===== src/hw/rtl/spq_pkg.sv =====
// Shared types and constants for the sorted priority queue.
// No dependencies; imported by every module of the block.
package spq_pkg;

    // Queue capacity and derived widths
    localparam int DEPTH = 16;
    localparam int CNT_W = $clog2(DEPTH + 1);
    localparam int DATA_W = 32;

    // Operation codes on the command field
    localparam logic CMD_ENQ = 1'b0;
    localparam logic CMD_DEQ = 1'b1;

    // Controller to datapath commands
    typedef struct packed {
        logic load;   // capture the input word
        logic exec;   // perform the operation and load the output word
    } spq_cmd_t;

endpackage


===== src/hw/rtl/spq_ctrl.sv =====
// Controller for the sorted priority queue: sequences capture and execution,
// and owns both handshakes. Depends on spq_pkg.
module spq_ctrl
    import spq_pkg::*;
(
    input  logic     clk,
    input  logic     rst_n,
    input  logic     in_valid,
    output logic     in_stall,
    output logic     out_valid,
    input  logic     out_stall,
    output spq_cmd_t cmd
);

    localparam logic ST_IDLE = 1'b0;
    localparam logic ST_EXEC = 1'b1;

    logic state_reg;
    logic state_next;
    logic out_valid_reg;
    logic out_valid_next;
    logic out_free;

    // Output slot can take a new word when empty or being drained now
    assign out_free = !out_valid_reg || !out_stall;

    // Next state and commands
    always_comb
    begin
        state_next     = state_reg;
        out_valid_next = out_valid_reg && out_stall;
        cmd            = '0;
        unique case (state_reg)
            ST_IDLE:
            begin
                if (in_valid)
                begin
                    cmd.load   = 1'b1;
                    state_next = ST_EXEC;
                end
            end
            ST_EXEC:
            begin
                if (out_free)
                begin
                    cmd.exec       = 1'b1;
                    out_valid_next = 1'b1;
                    state_next     = ST_IDLE;
                end
            end
        endcase
    end

    always_ff @(posedge clk or negedge rst_n)
    begin
        if (!rst_n)
        begin
            state_reg     <= ST_IDLE;
            out_valid_reg <= 1'b0;
        end
        else
        begin
            state_reg     <= state_next;
            out_valid_reg <= out_valid_next;
        end
    end

    assign in_stall  = (state_reg != ST_IDLE);
    assign out_valid = out_valid_reg;

    // Execution only ever fills a free output slot
    a_exec_free: assert property (@(posedge clk) disable iff (!rst_n)
        cmd.exec |-> out_free)
        else $error("execute while output word stalled");

    // A captured word is always followed by its execution before the next capture
    a_load_exec: assert property (@(posedge clk) disable iff (!rst_n)
        cmd.load |=> !cmd.load)
        else $error("second capture without execution");

    // Each execution presents a result word next cycle
    a_exec_out: assert property (@(posedge clk) disable iff (!rst_n)
        cmd.exec |=> out_valid)
        else $error("execution produced no result word");

endmodule


===== src/hw/rtl/spq_datapath.sv =====
// Datapath for the sorted priority queue: the entry row with parallel
// compare-and-shift insertion, head removal and the output word. Depends on spq_pkg.
module spq_datapath
    import spq_pkg::*;
(
    input  logic              clk,
    input  logic              rst_n,
    input  spq_cmd_t          cmd,
    input  logic              command,
    input  logic [DATA_W-1:0] value_in,
    input  logic [DATA_W-1:0] priority_in,
    output logic              ok,
    output logic [DATA_W-1:0] value_out
);

    // Captured input word
    logic              cmd_reg;
    logic [DATA_W-1:0] val_reg;
    logic [DATA_W-1:0] pri_reg;

    // Entry row, head at index 0
    logic [DATA_W-1:0] val_arr_reg  [DEPTH];
    logic [DATA_W-1:0] val_arr_next [DEPTH];
    logic [DATA_W-1:0] pri_arr_reg  [DEPTH];
    logic [DATA_W-1:0] pri_arr_next [DEPTH];
    logic [CNT_W-1:0]  count_reg;
    logic [CNT_W-1:0]  count_next;

    // Output word
    logic              ok_reg;
    logic              ok_next;
    logic [DATA_W-1:0] value_out_reg;
    logic [DATA_W-1:0] value_out_next;

    logic [DEPTH-1:0]  le;
    logic [DEPTH-1:1]  prev_le;
    logic              full;
    logic              empty;

    assign full  = (count_reg == CNT_W'(DEPTH));
    assign empty = (count_reg == '0);

    // Per-slot compare: live entry ordered at or before the new priority
    always_comb
    begin
        for (int i = 0; i < DEPTH; i++)
        begin
            le[i] = (CNT_W'(i) < count_reg) && ($signed(pri_arr_reg[i]) <= $signed(pri_reg));
        end
    end

    // prev_le[i] is the flag of slot i-1; the head slot takes the new entry whenever it moves
    assign prev_le = le[DEPTH-2:0];

    // Operation
    always_comb
    begin
        val_arr_next   = val_arr_reg;
        pri_arr_next   = pri_arr_reg;
        count_next     = count_reg;
        ok_next        = ok_reg;
        value_out_next = value_out_reg;
        if (cmd.exec)
        begin
            unique case (cmd_reg)
                CMD_ENQ:
                begin
                    ok_next        = !full;
                    value_out_next = '0;
                    if (!full)
                    begin
                        if (!le[0])
                        begin
                            val_arr_next[0] = val_reg;
                            pri_arr_next[0] = pri_reg;
                        end
                        for (int i = 1; i < DEPTH; i++)
                        begin
                            if (!le[i])
                            begin
                                val_arr_next[i] = prev_le[i] ? val_reg : val_arr_reg[i-1];
                                pri_arr_next[i] = prev_le[i] ? pri_reg : pri_arr_reg[i-1];
                            end
                        end
                        count_next = count_reg + CNT_W'(1);
                    end
                end
                CMD_DEQ:
                begin
                    ok_next        = !empty;
                    value_out_next = empty ? '0 : val_arr_reg[0];
                    if (!empty)
                    begin
                        for (int i = 0; i < DEPTH - 1; i++)
                        begin
                            val_arr_next[i] = val_arr_reg[i+1];
                            pri_arr_next[i] = pri_arr_reg[i+1];
                        end
                        count_next = count_reg - CNT_W'(1);
                    end
                end
            endcase
        end
    end

    // Control state
    always_ff @(posedge clk or negedge rst_n)
    begin
        if (!rst_n)
        begin
            count_reg <= '0;
        end
        else
        begin
            count_reg <= count_next;
        end
    end

    // Payload registers
    always_ff @(posedge clk)
    begin
        if (cmd.load)
        begin
            cmd_reg <= command;
            val_reg <= value_in;
            pri_reg <= priority_in;
        end
        val_arr_reg   <= val_arr_next;
        pri_arr_reg   <= pri_arr_next;
        ok_reg        <= ok_next;
        value_out_reg <= value_out_next;
    end

    assign ok        = ok_reg;
    assign value_out = value_out_reg;

    // Fill level never passes capacity
    a_count_max: assert property (@(posedge clk) disable iff (!rst_n)
        count_reg <= CNT_W'(DEPTH))
        else $error("entry count above capacity");

    // Head pair stays in order
    a_sorted: assert property (@(posedge clk) disable iff (!rst_n)
        (count_reg >= CNT_W'(2)) && (DEPTH > 1) |->
            $signed(pri_arr_reg[0]) <= $signed(pri_arr_reg[DEPTH > 1 ? 1 : 0]))
        else $error("head entries out of order");

    // Dequeue on an empty queue fails with a zero value and leaves it empty
    a_deq_empty: assert property (@(posedge clk) disable iff (!rst_n)
        cmd.exec && (cmd_reg == CMD_DEQ) && empty |=>
            !ok_reg && (value_out_reg == '0) && (count_reg == '0))
        else $error("dequeue on empty queue misbehaved");

    // Successful enqueue grows the queue by one
    a_enq_grow: assert property (@(posedge clk) disable iff (!rst_n)
        cmd.exec && (cmd_reg == CMD_ENQ) && !full |=>
            ok_reg && (count_reg == $past(count_reg) + CNT_W'(1)))
        else $error("enqueue did not add one entry");

endmodule


===== src/hw/rtl/sorted_priority_queue_unit.sv =====
// Top level of the sorted priority queue: joins controller and datapath.
// Depends on spq_pkg, spq_ctrl and spq_datapath.
//
//   channel | handshake           | fields
//   --------+---------------------+-----------------------------------
//   input   | in_valid / in_stall  | command, value_in, priority_in
//   output  | out_valid / out_stall| ok, value_out
//
// Each word takes two steps: capture, then execute; an enqueue compares against every
// stored entry in parallel and shifts by one slot, a dequeue shifts the row up by one.
// A new word is taken while the previous result still waits in the output register.
// A stalled output holds the execute step, and so the input, until it drains.
// Reset empties the queue at once; stored entries are not cleared.
module sorted_priority_queue_unit
    import spq_pkg::*;
(
    input  logic              clk,
    input  logic              rst_n,
    input  logic              in_valid,
    output logic              in_stall,
    input  logic              command,
    input  logic [DATA_W-1:0] value_in,
    input  logic [DATA_W-1:0] priority_in,
    output logic              out_valid,
    input  logic              out_stall,
    output logic              ok,
    output logic [DATA_W-1:0] value_out
);

    spq_cmd_t cmd;

    spq_ctrl u_ctrl (
        .clk       (clk),
        .rst_n     (rst_n),
        .in_valid  (in_valid),
        .in_stall  (in_stall),
        .out_valid (out_valid),
        .out_stall (out_stall),
        .cmd       (cmd)
    );

    spq_datapath u_datapath (
        .clk         (clk),
        .rst_n       (rst_n),
        .cmd         (cmd),
        .command     (command),
        .value_in    (value_in),
        .priority_in (priority_in),
        .ok          (ok),
        .value_out   (value_out)
    );

endmodule

===== config.mk =====
export PLATFORM = sky130hd
export DESIGN_NAME = sorted_priority_queue_unit
export DESIGN_NICKNAME = d
export VERILOG_FILES = /design/src/hw/rtl/spq_pkg.sv /design/src/hw/rtl/spq_ctrl.sv /design/src/hw/rtl/spq_datapath.sv /design/src/hw/rtl/sorted_priority_queue_unit.sv
export SDC_FILE = /design/constraint.sdc
export NUM_CORES = 2
export LEC_CHECK = 0
export BUFFER_PORTS_ARGS = -buffer_cell sky130_fd_sc_hd__buf_2
export CAP_MARGIN = 20
export CELL_PAD_IN_SITES_DETAIL_PLACEMENT = 1
export CELL_PAD_IN_SITES_GLOBAL_PLACEMENT = 1
export CORE_ASPECT_RATIO = 2
export CORE_MARGIN = 1
export CORE_UTILIZATION = 40
export CTS_CLUSTER_SIZE = 12
export DETAILED_ROUTE_END_ITERATION = 10
export PLACE_DENSITY_LB_ADDON = 0.15
export RECOVER_POWER = 50
export SETUP_SLACK_MARGIN = 0.5
export SKIP_LAST_GASP = 1
export SYNTH_ARGS = -nofsm -noshare
export SYNTH_HDL_FRONTEND = slang
export SYNTH_SLANG_ARGS = --single-unit

===== constraint.sdc =====
create_clock -name clk -period 8.7 [get_ports clk]
set_input_delay 0.87 -clock clk [delete_from_list [all_inputs] [get_ports clk]]
set_output_delay 0.87 -clock clk [all_outputs]
set_load 0.01 [all_outputs]

### After elaboration in Yosys (flattened, before gate mapping)

Cells that the tools add are included.

| word-level totals | value |
|---|---|
| flip-flop bits (word level) | 1129 |
| bits in latches | 0 |
| bits in writable memories | 0 |
| memory bits (read-only) | 0 |
| input bits | 69 |
| output and inout port bits | 35 |
| word-level logic and storage cells | 218 |
| memories kept | 0 |

| cells by class | value |
|---|---|
| $add $sub $neg | 2 |
| multiply operators | 0 |
| div/mod/pow operators | 0 |
| magnitude comparators | 32 |
| eq/ne operators | 18 |
| shifts and indexed selects | 0 |
| multiplexer cells | 82 |
| bitwise gates (word level) | 4 |
| reductions and logical operators | 40 |

Operators with widths:

| operator | count |
|---|---|
| 32-bit 2-to-1 mux | 63 |
| 480-bit case mux with 2 select lines | 2 |
| 512-bit 2-to-1 mux | 2 |
| 480-bit 2-to-1 mux | 2 |
| 32-bit less-or-equal comparator | 16 |
| 32-bit case mux with 2 select lines | 1 |
| 4-bit AND reduction | 16 |
| 4-bit by 5-bit less-than comparator with 1-bit output (first input constant) | 8 |
| 2-bit inequality test (second input constant) | 17 |
| 3-bit by 5-bit less-than comparator with 1-bit output (first input constant) | 4 |
| 1-bit logical AND | 17 |
| 1-bit by 5-bit less-than comparator with 1-bit output (first input constant) | 2 |
| 2-bit by 5-bit less-than comparator with 1-bit output (first input constant) | 2 |
| 5-bit 2-to-1 mux | 2 |
| 5-bit case mux with 2 select lines | 1 |
| 1-bit 2-to-1 mux | 7 |
| 5-bit by 1-bit adder with 5-bit output (second input constant) | 1 |
| 5-bit == test (second input constant) | 1 |
| 5-bit logical NOT | 1 |
| 5-bit by 1-bit subtractor with 5-bit output (second input constant) | 1 |
| 1-bit logical NOT | 4 |
| 1-bit NOT | 4 |
| 1-bit case mux with 2 select lines | 2 |
| 3-bit AND reduction | 1 |
| 1-bit logical OR | 1 |

### Logic depth before layout (Yosys ltp)

| logic depth | value |
|---|---|
| word-level depth | 6 |
| gate-level depth with buffers | 12 |
| depth with buffers taken out | 9 |

### By module

From an unflattened synthesis, not the netlist that was laid out.

| unflattened totals | value |
|---|---|
| cells, all modules | 6152 |
| area total of the unflattened synthesis | 64679.5 um^2 |

Modules (own cells, without submodules):

| module | instances | cells each | area each (um^2) | sequential area each (um^2) |
|---|---|---|---|---|
| spq_datapath | 1 | 6146 | 64595.7 | 33817.4 |
| spq_ctrl | 1 | 6 | 83.8 | 50.0 |

### Worst setup path before layout

OpenSTA, ideal clock, no wires.

| timing | value |
|---|---|
| path type | input -> register |
| start | in out_stall |
| end | reg u_datapath.pri_arr_reg[100] in the netlist's numbering, enable pin |
| library setup time | 0.584 ns |
| arrival time | 9.028 ns |
| data required time | 8.116 ns |
| slack | -0.912 ns |
| stages | 5 |
| buffers on the path | 2 |
| cell sequence | a21boi_0 > and2_1 > clkbuf_1 > clkbuf_1 > a21boi_0 |

| on the way | value |
|---|---|
| longest elaborated chain between the ends | 5 |

Ends and longest elaborated chain:

| element | line | text |
|---|---|---|
| from (decl) | sorted_priority_queue_unit.sv:25 | `input logic out_stall,` |
| 1-bit logical NOT | spq_ctrl.sv:25 | `assign out_free = !out_valid_reg \|\| !out_stall;` |
| 1-bit logical OR | spq_ctrl.sv:25 |  |
| 1-bit 2-to-1 mux | spq_ctrl.sv:44 | `if (out_free)` |
| 1-bit 2-to-1 mux | spq_ctrl.sv:33 | `unique case (state_reg)` |
| 4-bit AND reduction (no line) | -- |  |
| to (signal assigned) | spq_datapath.sv:129 | `pri_arr_reg <= pri_arr_next;` |
| to (decl) | spq_datapath.sv:24 | `logic [DATA_W-1:0] pri_arr_reg [DEPTH];` |

No other way between the ends.
A chain may end at the register's enable or synchronous reset.

### Worst setup path in the final report

| timing | value |
|---|---|
| start | reg u_datapath.pri_reg[31] |
| end | reg u_datapath.pri_arr_reg[427] in the netlist's numbering, data pin |

| on the way | value |
|---|---|
| longest elaborated chain between the ends | 6 |

Ends and longest elaborated chain:

| element | line | text |
|---|---|---|
| from (decl) | spq_datapath.sv:19 | `logic [DATA_W-1:0] pri_reg;` |
| from (signal assigned) | spq_datapath.sv:126 | `pri_reg <= priority_in;` |
| 32-bit less-or-equal comparator | spq_datapath.sv:48 | `le[i] = (CNT_W'(i) < count_reg) && ($signed(pri_arr_reg[i]) <= $signed(pri_reg));` |
| 1-bit logical AND | spq_datapath.sv:48 |  |
| 32-bit 2-to-1 mux | spq_datapath.sv:82 | `pri_arr_next[i] = prev_le[i] ? pri_reg : pri_arr_reg[i-1];` |
| 32-bit 2-to-1 mux | spq_datapath.sv:79 | `if (!le[i])` |
| 512-bit 2-to-1 mux | spq_datapath.sv:70 | `if (!full)` |
| 480-bit case mux with 2 select lines | spq_datapath.sv:65 | `unique case (cmd_reg)` |

No other way between the ends. The select of a mux whose other input is x is not followed.

==> reports/metrics.json <==
{
  "global_route": {
    "grt_start_max_net_pins": 179,
    "grt_pass1_vias": 65900,
    "grt_first_pass_wirelength_um": 448000,
    "grt_antenna_before_repair": 4,
    "grtUsageTotal": 0.347,
    "globalRoute.totalOverflow": 0
  },
  "die": {
    "die_w_um": 297,
    "start_util": 0.403,
    "core.rowCount": 216,
    "area_of_the_placeable_core_mm2": 0.173,
    "boundaryPins": 104,
    "dieArea_mm2": 0.176,
    "floorplan.die.height_um": 592
  },
  "drt": {
    "wirelength_um": 312000,
    "met3RoutedLength_um": 8770,
    "routed_wire_length_per_instance_um": 33.9,
    "route.vias.total": 60800,
    "met2WireLength_um": 165000,
    "drtAntennaViolNets": 0,
    "drc": 0,
    "wl_met1_um": 96400,
    "route.detailed.vias_per_inst": 6.62,
    "topRoutingLayerUsed": "met4",
    "drt_pre_antenna_iters": 5,
    "first_iter_violations": 4450
  },
  "cts": {
    "tritoncts_clock_tree": "yes",
    "htree_num_levels": 3,
    "cts_repair_resize_count": 0,
    "tritoncts.num_buffers": 114,
    "cts_post_setup_buffers_inserted": 0,
    "clock_tree.buffer_depth": 3,
    "holdBufCountCts": 0,
    "insertion_delay_ns": 0.78,
    "cts.reportedPaths.clkPinSlew_ns": 0.07,
    "root_cell_of_the_clock_tree": "sky130_fd_sc_hd__clkbuf_16",
    "cts.sink_count": 1129
  },
  "cells_and_area": {
    "seq_area_mm2": 0.0339,
    "combined_area_of_the_multi_input_logic_cells_mm2": 0.0335,
    "fillerInstances": 19400,
    "areaGrowthSynthToFinish_pct": 7.96,
    "drive_above_1_share": 0.0641,
    "final_instance_count_excl_fillers": 9184,
    "nNetsFinal": 7392
  },
  "placed_design": {
    "gp_congestion": 0.924,
    "placed_cells": 8980,
    "io_buffers": 103,
    "hpwl_um": 223000
  },
  "synth": {
    "post_synth_inst_count": 7112,
    "synth-simple-area-share": 0.162,
    "synth_edf_count": 1122,
    "synth.avg_cell_area_um2": 9.80,
    "synth_seq_area_share": 0.486,
    "synth-compound-area-share": 0.208,
    "synth_fa_ha_area_frac": 0.0924,
    "synthFlopType": "sky130_fd_sc_hd__edfxtp_1",
    "synth.mux.area_fraction": 0.0105,
    "yosys_warnings": 0,
    "synth_area_mm2": 0.0697,
    "synth_cell_types": 63,
    "synth-async-reset-ratio": 0.00620,
    "synth.ff_latch_count": 1129,
    "main_combinational_cell_family_by_area_after_synthesis": "compound AO/OA/AOI/OAI gates",
    "post_synth_xor_area_fraction": 0.000628,
    "mappedNetlistNets": 7696
  },
  "critical_path": {
    "worst_endpoint_required_time_ns": 9.29,
    "path_max_fanout": 64,
    "cp_data_arrival_time_ns": 7.57,
    "setup_slack_reg_to_reg_ns": 1.72,
    "r2r_cells": 10,
    "launch_point_of_the_worst_reg_to_reg_path": "u_datapath.pri_reg[31]$_DFFE_PP_",
    "cp-end-kind": "register",
    "capture_instance_of_the_worst_register_to_register_path": "u_datapath.pri_arr_reg[427]$_DFFE_PP_",
    "critical_path.startpoint_type": "register",
    "criticalPathCategory": "reg -> reg"
  },
  "min_path": {
    "startpoint_of_the_lowest_slack_hold_path": "priority_in[19]",
    "hp-class": "in -> reg",
    "worst_hold_path.num_cells": 1,
    "min_to": "u_datapath.pri_reg[19]$_DFFE_PP_"
  },
  "pwr": {
    "vdd_ir_drop_max_mv": 0.318,
    "total_leakage_power_nw": 26.2,
    "cellPowerDensity_mw_per_mm2": 417
  },
  "timing": {
    "finalHoldViolations": 0,
    "fin_crit_ns": 6.98,
    "rsz0062_at_grt": "no",
    "slew_viol_final": 966,
    "worst_slew_margin_rel": -1.37,
    "setup-violations-final": 0,
    "worst-slew-pin-transition_ns": 3.56,
    "timing.fmax_ghz": 0.143,
    "worst_clock_skew_ns": 0.0332,
    "tns_ns": 0,
    "final_cycle_utilization_of_the_critical_path": 0.803
  },
  "outcome": {
    "violations": "capacitance limit, slew limit",
    "outcome": "complete, but fails checks"
  },
  "job": {
    "drv.max_cap_violation_count": 19
  }
}
power breakdown:
| part | leakage [nW] | internal [mW] | switching, mW |
|---|---|---|---|
| Clock | 1.62 | 2.45 | 2.43 |
| Combinational | 13.9 | 4.36 | 10.1 |
| Sequential | 10.6 | 9.73 | 2.36 |
routing by layer:
layer  vias to the layer above  track usage
met3                      1206       0.0289
met5                         -            0
met2                      2061        0.645
met1                     31100        0.313
li1                      26400            -
met4                         0        0.391
cell usage in the layout (no fill, tap or decap), drive strengths merged, types with 164 or more instances in the layout:
cell type  netlist  layout
nand2         1753    1753
edfxtp        1122    1122
o211ai         817     817
ha             515     515
o21ai          510     510
nand3          236     236
clkbuf         489     212
a21oi          209     209
nor3           206     206
a221o          191     191
and2           165     165
buf            170     164
stage by stage:
stage | hold WS [ns] | total power, mW | util | worst slack (ns) | instance area, um2
finish | 0.268 | 31.4 | 0.435 | 1.72 | 75300
global route | 0.260 | 32.9 | 0.435 | 1.58 | 75200
detailed placement | 0.535 | 26.4 | 0.417 | 3.38 | 72100
floorplan | 0.512 | 20.5 | - | -0.912 | 69700
global placement | 0.531 | 25.9 | 0.417 | 3.32 | 72100
CTS | 0.0172 | 31.4 | 0.436 | 3.35 | 75400
cell type report:
type	instances	share of cell area
antenna	14	0.000465
clock buffer	137	0.0391
clock inverter	52	0.00532
inverter	66	0.00329
multi-input combinational	5258	0.445
sequential	1129	0.450
tap	2289	0.0381
timing repair buffer	239	0.0193
critical path: stages, from the launching register on:
cell                       delay (ns)
sky130_fd_sc_hd__edfxtp_1        0.42
sky130_fd_sc_hd__inv_1           0.07
sky130_fd_sc_hd__clkbuf_1        1.11
sky130_fd_sc_hd__ha_1            0.35
sky130_fd_sc_hd__nand4_1         0.17
sky130_fd_sc_hd__nor4_1          0.66
sky130_fd_sc_hd__o311ai_0        0.40
sky130_fd_sc_hd__a21boi_4        0.24
sky130_fd_sc_hd__clkbuf_1        2.52
sky130_fd_sc_hd__o311ai_0        0.59
sky130_fd_sc_hd__o211ai_1        0.24
Yosys cell counts, types with 10 or more instances:
cell | instances | area share
sky130_fd_sc_hd__o21a_1 | 21 | 0.0023
sky130_fd_sc_hd__a21boi_0 | 22 | 0.0024
sky130_fd_sc_hd__o2bb2ai_1 | 10 | 0.0013
sky130_fd_sc_hd__nand4_1 | 111 | 0.010
sky130_fd_sc_hd__o311ai_0 | 144 | 0.018
sky130_fd_sc_hd__mux2_2 | 64 | 0.010
sky130_fd_sc_hd__ha_1 | 515 | 0.092
sky130_fd_sc_hd__buf_2 | 64 | 0.0046
sky130_fd_sc_hd__o211ai_1 | 817 | 0.088
sky130_fd_sc_hd__inv_1 | 66 | 0.0036
sky130_fd_sc_hd__edfxtp_1 | 1122 | 0.48
sky130_fd_sc_hd__clkbuf_1 | 489 | 0.026
sky130_fd_sc_hd__a221o_1 | 191 | 0.027
sky130_fd_sc_hd__nand2_1 | 1753 | 0.094
sky130_fd_sc_hd__nor2b_1 | 19 | 0.0017
sky130_fd_sc_hd__nor2_1 | 52 | 0.0028
sky130_fd_sc_hd__a2111oi_0 | 10 | 0.0013
sky130_fd_sc_hd__a21oi_1 | 209 | 0.015
sky130_fd_sc_hd__o221ai_1 | 14 | 0.0018
sky130_fd_sc_hd__buf_1 | 104 | 0.0056
sky130_fd_sc_hd__and2_0 | 10 | 0.00090
sky130_fd_sc_hd__a21o_1 | 29 | 0.0031
sky130_fd_sc_hd__o21ai_0 | 509 | 0.037
sky130_fd_sc_hd__nand3_1 | 236 | 0.017
sky130_fd_sc_hd__a211oi_1 | 21 | 0.0023
sky130_fd_sc_hd__or2_2 | 14 | 0.0013
sky130_fd_sc_hd__nor4_1 | 22 | 0.0020
sky130_fd_sc_hd__nor3_1 | 206 | 0.015
sky130_fd_sc_hd__o311ai_1 | 10 | 0.0013
sky130_fd_sc_hd__and2_1 | 155 | 0.014
sky130_fd_sc_hd__a221oi_1 | 10 | 0.0013
cells by family after synthesis:
kind of cell | count (synthesis)
compound gates | 2061
xor+xnor | 5
fa+ha+maj | 515
buf+inv | 725
flops | 1129
mux | 65
simple gates | 2612
worst max path at each step:
stage                                     startpoint                                     to  slack (ns)  cells past startpoint
floorplan                                  out_stall  u_datapath.pri_arr_reg[100]$_DFFE_PP_       -0.91                      5
global placement     u_datapath.pri_reg[1]$_DFFE_PP_  u_datapath.val_arr_reg[404]$_DFFE_PP_        3.32                     12
detailed placement   u_datapath.pri_reg[1]$_DFFE_PP_  u_datapath.val_arr_reg[396]$_DFFE_PP_        3.38                     12
CTS                  u_datapath.pri_reg[1]$_DFFE_PP_  u_datapath.val_arr_reg[398]$_DFFE_PP_        3.35                     12
global route        u_datapath.pri_reg[31]$_DFFE_PP_  u_datapath.pri_arr_reg[427]$_DFFE_PP_        1.58                     10
finish              u_datapath.pri_reg[31]$_DFFE_PP_  u_datapath.pri_arr_reg[427]$_DFFE_PP_        1.72                     10
(Power assumes the default switching activity.)
